`config.mk`:
```
export PLATFORM = sky130hd
export DESIGN_NAME = binary_to_decimal_ascii
export DESIGN_NICKNAME = d
export VERILOG_FILES = /design/src/rtl/b2da_pkg.sv /design/src/rtl/binary_to_decimal_ascii.sv
export SDC_FILE = /design/constraint.sdc
export NUM_CORES = 1
export LEC_CHECK = 0
export BUFFER_PORTS_ARGS = -buffer_cell sky130_fd_sc_hd__buf_2
export CAP_MARGIN = 10
export CORE_MARGIN = 10
export CORE_UTILIZATION = 25
export DETAILED_ROUTE_END_ITERATION = 10
export SLEW_MARGIN = 5
export SYNTH_ARGS = -nofsm -noshare
export SYNTH_HDL_FRONTEND = slang
export SYNTH_SLANG_ARGS = --single-unit
```
`constraint.sdc`:
```
create_clock -name clk -period 5.2 [get_ports clk]
set_input_delay 0.26 -clock clk [delete_from_list [all_inputs] [get_ports clk]]
set_output_delay 0.26 -clock clk [all_outputs]
set_load 0.1 [all_outputs]
```
`src/rtl/b2da_pkg.sv`:
```
// Shared constants and the BCD digit correction function for the decimal converter.
`default_nettype none

package b2da_pkg;

    localparam int unsigned BIN_W      = 64;
    localparam int unsigned NUM_DIGITS = 20;
    localparam int unsigned BCD_W      = 4 * NUM_DIGITS;
    localparam int unsigned ITER_W     = $clog2(BIN_W);
    localparam int unsigned DCNT_W     = $clog2(NUM_DIGITS + 1);
    localparam int unsigned CHAR_W     = 6;

    // Upper two bits of the ASCII code for '0' to '9', after masking to six bits.
    localparam logic [1:0] ASCII_DIGIT_HI = 2'b11;

    typedef logic [BCD_W-1:0] bcd_t;

    // Adds three to every BCD digit that is five or more, ready for the next shift.
    function automatic bcd_t bcd_correct(input bcd_t value);
        bcd_t       result;
        logic [3:0] nib;
        result = value;
        for (int i = 0; i < NUM_DIGITS; i++)
        begin
            nib = value[4*i +: 4];
            if (nib >= 4'd5)
            begin
                result[4*i +: 4] = nib + 4'd3;
            end
        end
        return result;
    endfunction

endpackage

`default_nettype wire

```
`src/rtl/binary_to_decimal_ascii.sv`:
```
// Converter from an unsigned 64-bit binary value to a stream of ASCII decimal digits.
`default_nettype none

// Each accepted item is an unsigned 64-bit number; the block returns its decimal
// text as one item per ASCII digit, most significant digit first, with no leading
// zeros, and marks the final digit with is_last. Zero gives the single digit '0',
// and the largest value gives twenty digits. The conversion runs a shift-and-add-3
// loop over one 80-bit BCD register, one input bit per cycle, taking the most
// significant bit first. Leading zero digits are then dropped one per cycle (up to
// 19 of them), the skip state then finds the first digit to keep, and the remaining
// digits are offered one per cycle while out_stall is low. The block takes no new
// item before the final digit of the current one has been taken; the next item is
// taken no earlier than the cycle after that. in_stall is high from the cycle after
// an item is accepted until its final digit has been taken.

module binary_to_decimal_ascii
(
    input  wire logic                               clk,
    input  wire logic                               rst_n,

    input  wire logic                               in_valid,
    output logic                                    in_stall,
    input  wire logic [b2da_pkg::BIN_W-1:0]         number,

    output logic                                    out_valid,
    input  wire logic                               out_stall,
    output logic [b2da_pkg::CHAR_W-1:0]             digit_char,
    output logic                                    is_last
);

    typedef enum logic [1:0]
    {
        ST_IDLE,
        ST_CONVERT,
        ST_SKIP,
        ST_EMIT
    } state_t;

    state_t                              state_reg,  state_next;
    logic [b2da_pkg::BIN_W-1:0]          bin_reg,    bin_next;
    b2da_pkg::bcd_t                      bcd_reg,    bcd_next;
    logic [b2da_pkg::ITER_W-1:0]         iter_reg,   iter_next;
    logic [b2da_pkg::DCNT_W-1:0]         digits_reg, digits_next;

    logic [3:0]                          top_digit;
    b2da_pkg::bcd_t                      bcd_fixed;

    // The digit on show is always the top nibble of the BCD register.
    assign top_digit  = bcd_reg[b2da_pkg::BCD_W-1 -: 4];

    // Every digit of five or more corrected, ready for the next shift.
    assign bcd_fixed  = b2da_pkg::bcd_correct(bcd_reg);

    assign in_stall   = (state_reg != ST_IDLE);
    assign out_valid  = (state_reg == ST_EMIT);
    assign digit_char = {b2da_pkg::ASCII_DIGIT_HI, top_digit};
    assign is_last    = (digits_reg == b2da_pkg::DCNT_W'(1));

    always_comb
    begin
        state_next  = state_reg;
        bin_next    = bin_reg;
        bcd_next    = bcd_reg;
        iter_next   = iter_reg;
        digits_next = digits_reg;

        case (state_reg)
            ST_IDLE:
            begin
                if (in_valid)
                begin
                    bin_next   = number;
                    bcd_next   = '0;
                    iter_next  = '0;
                    state_next = ST_CONVERT;
                end
            end

            ST_CONVERT:
            begin
                // Correct every digit, then shift the next binary bit in at the bottom.
                bcd_next  = {bcd_fixed[b2da_pkg::BCD_W-2:0], bin_reg[b2da_pkg::BIN_W-1]};
                bin_next  = {bin_reg[b2da_pkg::BIN_W-2:0], 1'b0};
                iter_next = iter_reg + 1'b1;
                if (iter_reg == {b2da_pkg::ITER_W{1'b1}})
                begin
                    digits_next = b2da_pkg::DCNT_W'(b2da_pkg::NUM_DIGITS);
                    state_next  = ST_SKIP;
                end
            end

            ST_SKIP:
            begin
                // Drop leading zeros, but always keep the final digit.
                if ((top_digit == 4'd0) && !is_last)
                begin
                    bcd_next    = {bcd_reg[b2da_pkg::BCD_W-5:0], 4'd0};
                    digits_next = digits_reg - 1'b1;
                end
                else
                begin
                    state_next = ST_EMIT;
                end
            end

            ST_EMIT:
            begin
                if (!out_stall)
                begin
                    if (is_last)
                    begin
                        state_next = ST_IDLE;
                    end
                    else
                    begin
                        bcd_next    = {bcd_reg[b2da_pkg::BCD_W-5:0], 4'd0};
                        digits_next = digits_reg - 1'b1;
                    end
                end
            end

            default:
            begin
                state_next = ST_IDLE;
            end
        endcase
    end

    always_ff @(posedge clk or negedge rst_n)
    begin
        if (!rst_n)
        begin
            state_reg  <= ST_IDLE;
            iter_reg   <= '0;
            digits_reg <= '0;
        end
        else
        begin
            state_reg  <= state_next;
            iter_reg   <= iter_next;
            digits_reg <= digits_next;
        end
    end

    always_ff @(posedge clk)
    begin
        bin_reg <= bin_next;
        bcd_reg <= bcd_next;
    end

endmodule

`default_nettype wire

```
==> results.sh, run 1 <==
export IMPL_drt_pass1_iter_count=4
export IMPL_use_met1_pct=11.1
export IMPL_fin_cells=1261
export IMPL_route_vias_total=5683
export IMPL_numClockSinks=157
export IMPL_yosysSeqAreaShare_pct=53.5
export IMPL_initial_core_util_pct=25.2
export IMPL_setup_tns_ps=0
export IMPL_critPathLaunchType="flop"
export IMPL_grt_pass1_wl_um=28700
export IMPL_hpwl_um=11300
export IMPL_period_needed_ps=3220
export IMPL_clock_skew_ps=11.2
export IMPL_wl_per_cell_um=13.5
export IMPL_cap_violations=0
export IMPL_switching_power_uw=625
export IMPL_ys_ff_latch=157
export IMPL_leakage_uw=0.00412
export IMPL_p_int_uw=2020
export IMPL_worstPathArrival_ps=3470
export IMPL_synth_edf_count=144
export IMPL_grt_max_degree=75
export IMPL_syn_area_um2=8690
export IMPL_rows=68
export IMPL_cts_tree="yes"
export IMPL_slew_viol_final=0
export IMPL_core_um2=34500
export IMPL_slew_headroom_pct=40.0
export IMPL_outcome="completed"
export IMPL_root_buffer="clkbuf_16"
export IMPL_drc=0
export IMPL_finalNetCount=905
export IMPL_p_per_area_nw_per_um2=261
export IMPL_hp_class="primary input to flop"
export IMPL_ctsHoldBuffers=1
export IMPL_post_cts_buffers=0
export IMPL_grt_util_met2_pct=11.6
export IMPL_drive_above_1_share_pct=25.8
export IMPL_seqPwrFrac_pct=51.2
export IMPL_area_growth_pct=17.0
export IMPL_grtUsageMet3_pct=3.46
export IMPL_fmax_mhz=310
export IMPL_io_pins=77
export IMPL_hold_violations=0
export IMPL_drt_iter0_markers=395
export IMPL_clk_insertion_delay_late_ps=430
export IMPL_dp_cells=1223
export IMPL_vias_per_cell=4.51
export IMPL_cts_buffers=17
export IMPL_portBuffers=74
export IMPL_ys_types=49
export IMPL_path_class="flop to flop"
export IMPL_end_kind="flop"
export IMPL_grt_pass1_vias=5735
export IMPL_ir_worst_vdd_v=0.000214
export IMPL_rsz0062_at_grt="false"
export IMPL_wl_um=17000
export IMPL_worst_pin_slew_ps=900
export IMPL_clockBufferDepth=2
export IMPL_largest_reg_flops=80
export IMPL_cts_resized=0
export IMPL_fin_crit_sh_pct=62.0
export IMPL_gr_total_overflow=0
export IMPL_critical_path_peak_fanout=74
export IMPL_hold_ws_ps=112
export IMPL_post_synth_top_area_cell="edfxtp_1"
export IMPL_fp_dieH_um=206
export IMPL_synth_ff_type="edfxtp_1"
export IMPL_design_die_area_um2=42600
export IMPL_ys_warn_count=0
export IMPL_swShare_pct=23.6
export IMPL_pwr_share_comb_pct=1.4
export IMPL_clkPwrFrac_pct=47.4
export IMPL_synth_top_area_share_pct=49.7
export IMPL_fin_total_pwr_uw=2650
export IMPL_top_usage_layer="met2"
export IMPL_clkTransAtPathRegs_ps=70
export IMPL_track_usage_pct=8.21
export IMPL_avgSynthCellArea_um2=12.1
export IMPL_cts_htree_levels=4
export IMPL_crit_required_ps=5450
export IMPL_die_w_um=206
export IMPL_synthArstFlopShare_pct=8.28
export IMPL_synth_area_leaders="edfxtp_1 50%, mux2_2 11%, ha_1 7.1%"
export IMPL_ant_nets=0
export IMPL_gp_congestion=0.742
export IMPL_netlist_instances=719
export IMPL_grt_antenna_before_repair=8
export IMPL_setup_viol=0
export IMPL_nFillCells=3561
worst max-delay path, cell delays in order (launching register included):
cell and delay (ps):
dfrtp_1 410, inv_1 110, ha_2 190, buf_4 660, nand2b_2 570, buf_4 470
o41a_1 440, o32ai_1 140
final timing paths:
check / from / end / slack (ps) / cells past startpoint
min: number[0] / bin_reg[0] / 110 / 2
min in group asynchronous: rst_n / digits_reg[1] / 230 / 2
max in group asynchronous: rst_n / iter_reg[0] / 4740 / 2
max reg2reg: state_reg[1] / bcd_reg[48] / 1980 / 7
max: state_reg[1] / bcd_reg[48] / 1980 / 7
min reg2reg: iter_reg[0] / iter_reg[0] / 530 / 1
routing by layer:
| metal | vias to the layer above | part of all wire [%] |
|---|---|---|
| met3 | 26 | 7.3 |
| li1 | 2827 | - |
| met5 | - | 0.31 |
| met2 | 111 | 41 |
| met4 | 8 | 1.3 |
| met1 | 2711 | 50 |
power groups by stage:
stage               Clock (uW)  Combinational [uW]  Sequential, uW
global route              1330                39.8            1360
detailed placement           0                36.1            1380
global placement             0                36.3            1380
CTS                       1290                36.7            1360
floorplan                    0                8.18            1380
finish                    1260                36.2            1360
cells in the mapped netlist (all sizes together), types with 4 or more instances:
master  number
edfxtp     144
a21oi       52
xnor2       20
nor3b       25
dfrtp       13
and3b        5
nand2       42
a21o         6
clkbuf      19
nor3         7
o21ai       52
a22o         4
o41ai        5
mux2i        4
buf         13
o31a         4
nor2        13
inv         57
mux2        85
ha          49
xor2         6
o22ai       32
o211ai       4
o32ai        9
nand2b      22
metrics by stage:
step	worst slack (ps)	utilization (%)	instance area, um2
after global placement	1980	27.7	9550
after floorplan	1410	-	8700
after detailed placement	1940	27.7	9550
after global routing	1670	29.5	10200
after CTS	1940	29.5	10200
final	1980	29.5	10200
layout make-up:
type	count	area [um2]	share of cell area [%]
clock buffers	17	425	4.18
well taps	455	569	5.60
clock inverters	15	176	1.73
multi-input cells	474	3700	36.4
inverters	57	214	2.10
flip-flops and latches	157	4650	45.7
diodes	5	12.5	0.123
repair buffers	81	425	4.18
cells by family after synthesis:
| logic type | count (synthesis) | synth area share [%] |
|---|---|---|
| flip-flops | 157 | 53.5 |
| multiplexers | 89 | 11.6 |
| AND/OR/NAND/NOR | 127 | 8.25 |
| other | 1 | 0.0431 |
| adder cells (fa/ha/maj) | 49 | 7.05 |
| XOR/XNOR | 26 | 2.62 |
| AO/OA/AOI/OAI | 181 | 12.8 |
| buffers and inverters | 89 | 4.19 |
layout by cell type, fill, tap and decap left out, types with 6 or more instances in the layout:
cell type / count
nor3_1: 7
nor3b_1: 25
a21o_1: 6
o32ai_1: 9
o21ai_0: 51
nor2_1: 12
mux2_2: 83
xor2_1: 6
ha_1: 48
a21oi_1: 52
nand2_1: 42
dfrtp_1: 13
buf_4: 6
clkbuf_16: 17
xnor2_1: 20
nand2b_1: 21
o22ai_1: 32
edfxtp_1: 144
buf_2: 74
inv_1: 56
Note: power is estimated with default switching activity, not from simulation.
==> run 2, diff against run 1 <==
==> constraint.sdc (replaced) <==
create_clock -name clk -period 3.2 [get_ports clk]
set_input_delay 0.16 -clock clk [delete_from_list [all_inputs] [get_ports clk]]
set_output_delay 0.16 -clock clk [all_outputs]
set_load 0.1 [all_outputs]
==> run 2 against run 1 <==
  * Wire length grew 0.25%
  * Final cell count unchanged
  * Die area unchanged
  * Sequential share of layout area down 0.22 points
  * Via count down 0.62%
  * Core utilization grew 0.14 points
  * Global-route usage shrank 0.082 points
  * Critical path depth is 1 lower
  * Clock skew increased by 3.8 ps
  * Worst hold slack worse by 85 ps
  * Register-to-register slack lost 1300 ps
  * Sequential cell count did not move
  * Largest power group unchanged
==> results.sh, run 2 (synthesis results as in run 1) <==
export IMPL_hp_class="primary input to flop"
export IMPL_io_pins=77
export IMPL_vias_per_cell=4.48
export IMPL_end_kind="flop"
export IMPL_crit_required_ps=3510
export IMPL_cts_buffers=17
export IMPL_multi_input_area_um2=3700
export IMPL_critPathLaunchType="flop"
export IMPL_gr_total_overflow=0
export IMPL_die_w_um=206
export IMPL_rr_worst_depth=6
export IMPL_portBuffers=74
export IMPL_clock_skew_ps=14.9
export IMPL_wl_um=17000
export IMPL_timing_rr_end="state_reg[1]"
export IMPL_drc=0
export IMPL_layout_commonest_cell="edfxtp_1"
export IMPL_critical_path_endpoint="state_reg[1]"
export IMPL_slew_headroom_pct=42.3
export IMPL_ff2ff_setup_slack_ps=640
export IMPL_cp_depth=6
export IMPL_cts_htree_levels=4
export IMPL_placed_cell_area_um2=9610
export IMPL_wl_per_cell_um=13.5
export IMPL_grt_pass1_wl_um=28500
export IMPL_clkTransAtPathRegs_ps=70
export IMPL_postLayoutCellArea_um2=10200
export IMPL_area_growth_pct=17.6
export IMPL_cap_violations=0
export IMPL_worst_pin_slew_ps=866
export IMPL_setup_tns_ps=0
export IMPL_p_per_area_nw_per_um2=423
export IMPL_clockBufferDepth=2
export IMPL_rsz0062_at_grt="false"
export IMPL_core_um2=34500
export IMPL_fp_dieH_um=206
export IMPL_critical_path_peak_fanout=73
export IMPL_grt_antenna_before_repair=7
export IMPL_root_buffer="clkbuf_16"
export IMPL_cp_top_family="buffers and inverters"
export IMPL_post_cts_buffers=0
export IMPL_whs_path_depth=2
export IMPL_rows=68
export IMPL_clk_insertion_delay_late_ps=430
export IMPL_leakage_uw=0.00416
export IMPL_track_usage_pct=8.13
export IMPL_post_route_util_pct=29.7
export IMPL_fin_cells=1261
export IMPL_nFillCells=3493
export IMPL_gp_congestion=0.762
export IMPL_route_vias_total=5648
export IMPL_fin_crit_sh_pct=80.1
export IMPL_design_die_area_um2=42600
export IMPL_hold_violations=0
export IMPL_outcome="completed"
export IMPL_period_needed_ps=2560
export IMPL_drt_pass1_iter_count=4
export IMPL_startpoint="state_reg[1]"
export IMPL_slowest_stage="buf_4"
export IMPL_path_class="flop to flop"
export IMPL_dp_cells=1227
export IMPL_ir_worst_vdd_v=0.000382
export IMPL_drt_iter0_markers=338
export IMPL_ctsHoldBuffers=1
export IMPL_hold_ws_ps=26.6
export IMPL_drive_above_1_share_pct=26.1
export IMPL_seq_area_um2=4650
export IMPL_finalNetCount=909
export IMPL_cts_tree="yes"
export IMPL_largest_reg_flops=80
export IMPL_numClockSinks=157
export IMPL_ant_nets=0
export IMPL_critPathBufInv=2
export IMPL_cpPeakStageDelay_ps=670
export IMPL_worstPathArrival_ps=2870
export IMPL_grt_pass1_vias=5687
export IMPL_fmax_mhz=390
export IMPL_slew_viol_final=0
export IMPL_final_cell_mix="144 x edfxtp_1, 83 x mux2_2, 74 x buf_2"
export IMPL_crit_chain="inv_1, ha_2, buf_4, o21ai_1, o211ai_1, mux2_2"
export IMPL_initial_core_util_pct=25.2
export IMPL_cts_resized=0
export IMPL_grt_max_degree=74
export IMPL_setup_viol=0
export IMPL_timing_rr_start="state_reg[1]"
export IMPL_hpwl_um=11600
-- run 2: cell types whose count changed in the layout (fill, tap and decap cells not counted) --
cell / before / now
buf_12: 0 / 3
buf_4: 6 / 7
bufinv_16: 0 / 1
clkinv_1: 0 / 1
clkinv_2: 1 / 0
clkinv_8: 5 / 1
clkinvlp_4: 1 / 0
diode_2: 5 / 1
inv_6: 2 / 6
-- run 2: worst register-to-register path: cells and delay by family (launching register included) --
kind	cells	cell delay, ps
adders and majority gates	1	220
AOI/OAI and AO/OA	2	650
DFF	1	410
muxes	1	370
buffers and inverters	2	800
-- run 2: worst min-delay path by stage --
stage | startpoint | end | slack (ps)
2_1_floorplan | rst_n | digits_reg[0] | -140
3_3_place_gp | rst_n | digits_reg[2] | 70
3_5_place_dp | rst_n | digits_reg[2] | 70
4_1_cts | number[27] | bin_reg[27] | 9
5_1_grt | number[27] | bin_reg[27] | 10
6_report | number[0] | bin_reg[0] | 30
-- run 2: metrics by stage --
| step | worst slack, ps | total power (uW) |
|---|---|---|
| after global placement | 700 | 2310 |
| after floorplan | 26.3 | 2260 |
| after global routing | 459 | 4460 |
| final | 637 | 4320 |
| after detailed placement | 615 | 2310 |
| after CTS | 600 | 4380 |
-- run 2: layout make-up --
class                   instances  area share (%)
repair buffers                 85            4.82
multi-input cells             474            36.2
flip-flops and latches        157            45.5
diodes                          1          0.0245
clock inverters                15            1.64
clock buffers                  17            4.16
inverters                      57            2.09
well taps                     455            5.57
-- run 2: per-layer routing --
metal / wire (um) / part of all wire, % / track usage (%)
met1: 8250 / 48 / 10.6
met2: 7230 / 42 / 11.8
met3: 1280 / 7.5 / 3.56
met4: 183 / 1.1 / 2.71
met5: 75 / 0.44 / 0
-- run 2: report_power, final --
part	internal (uW)	switching (uW)	total [uW]
combinational	30.2	28.3	58.5
clock	1120	940	2060
sequential	2200	0	2200
total	3350	968	4320
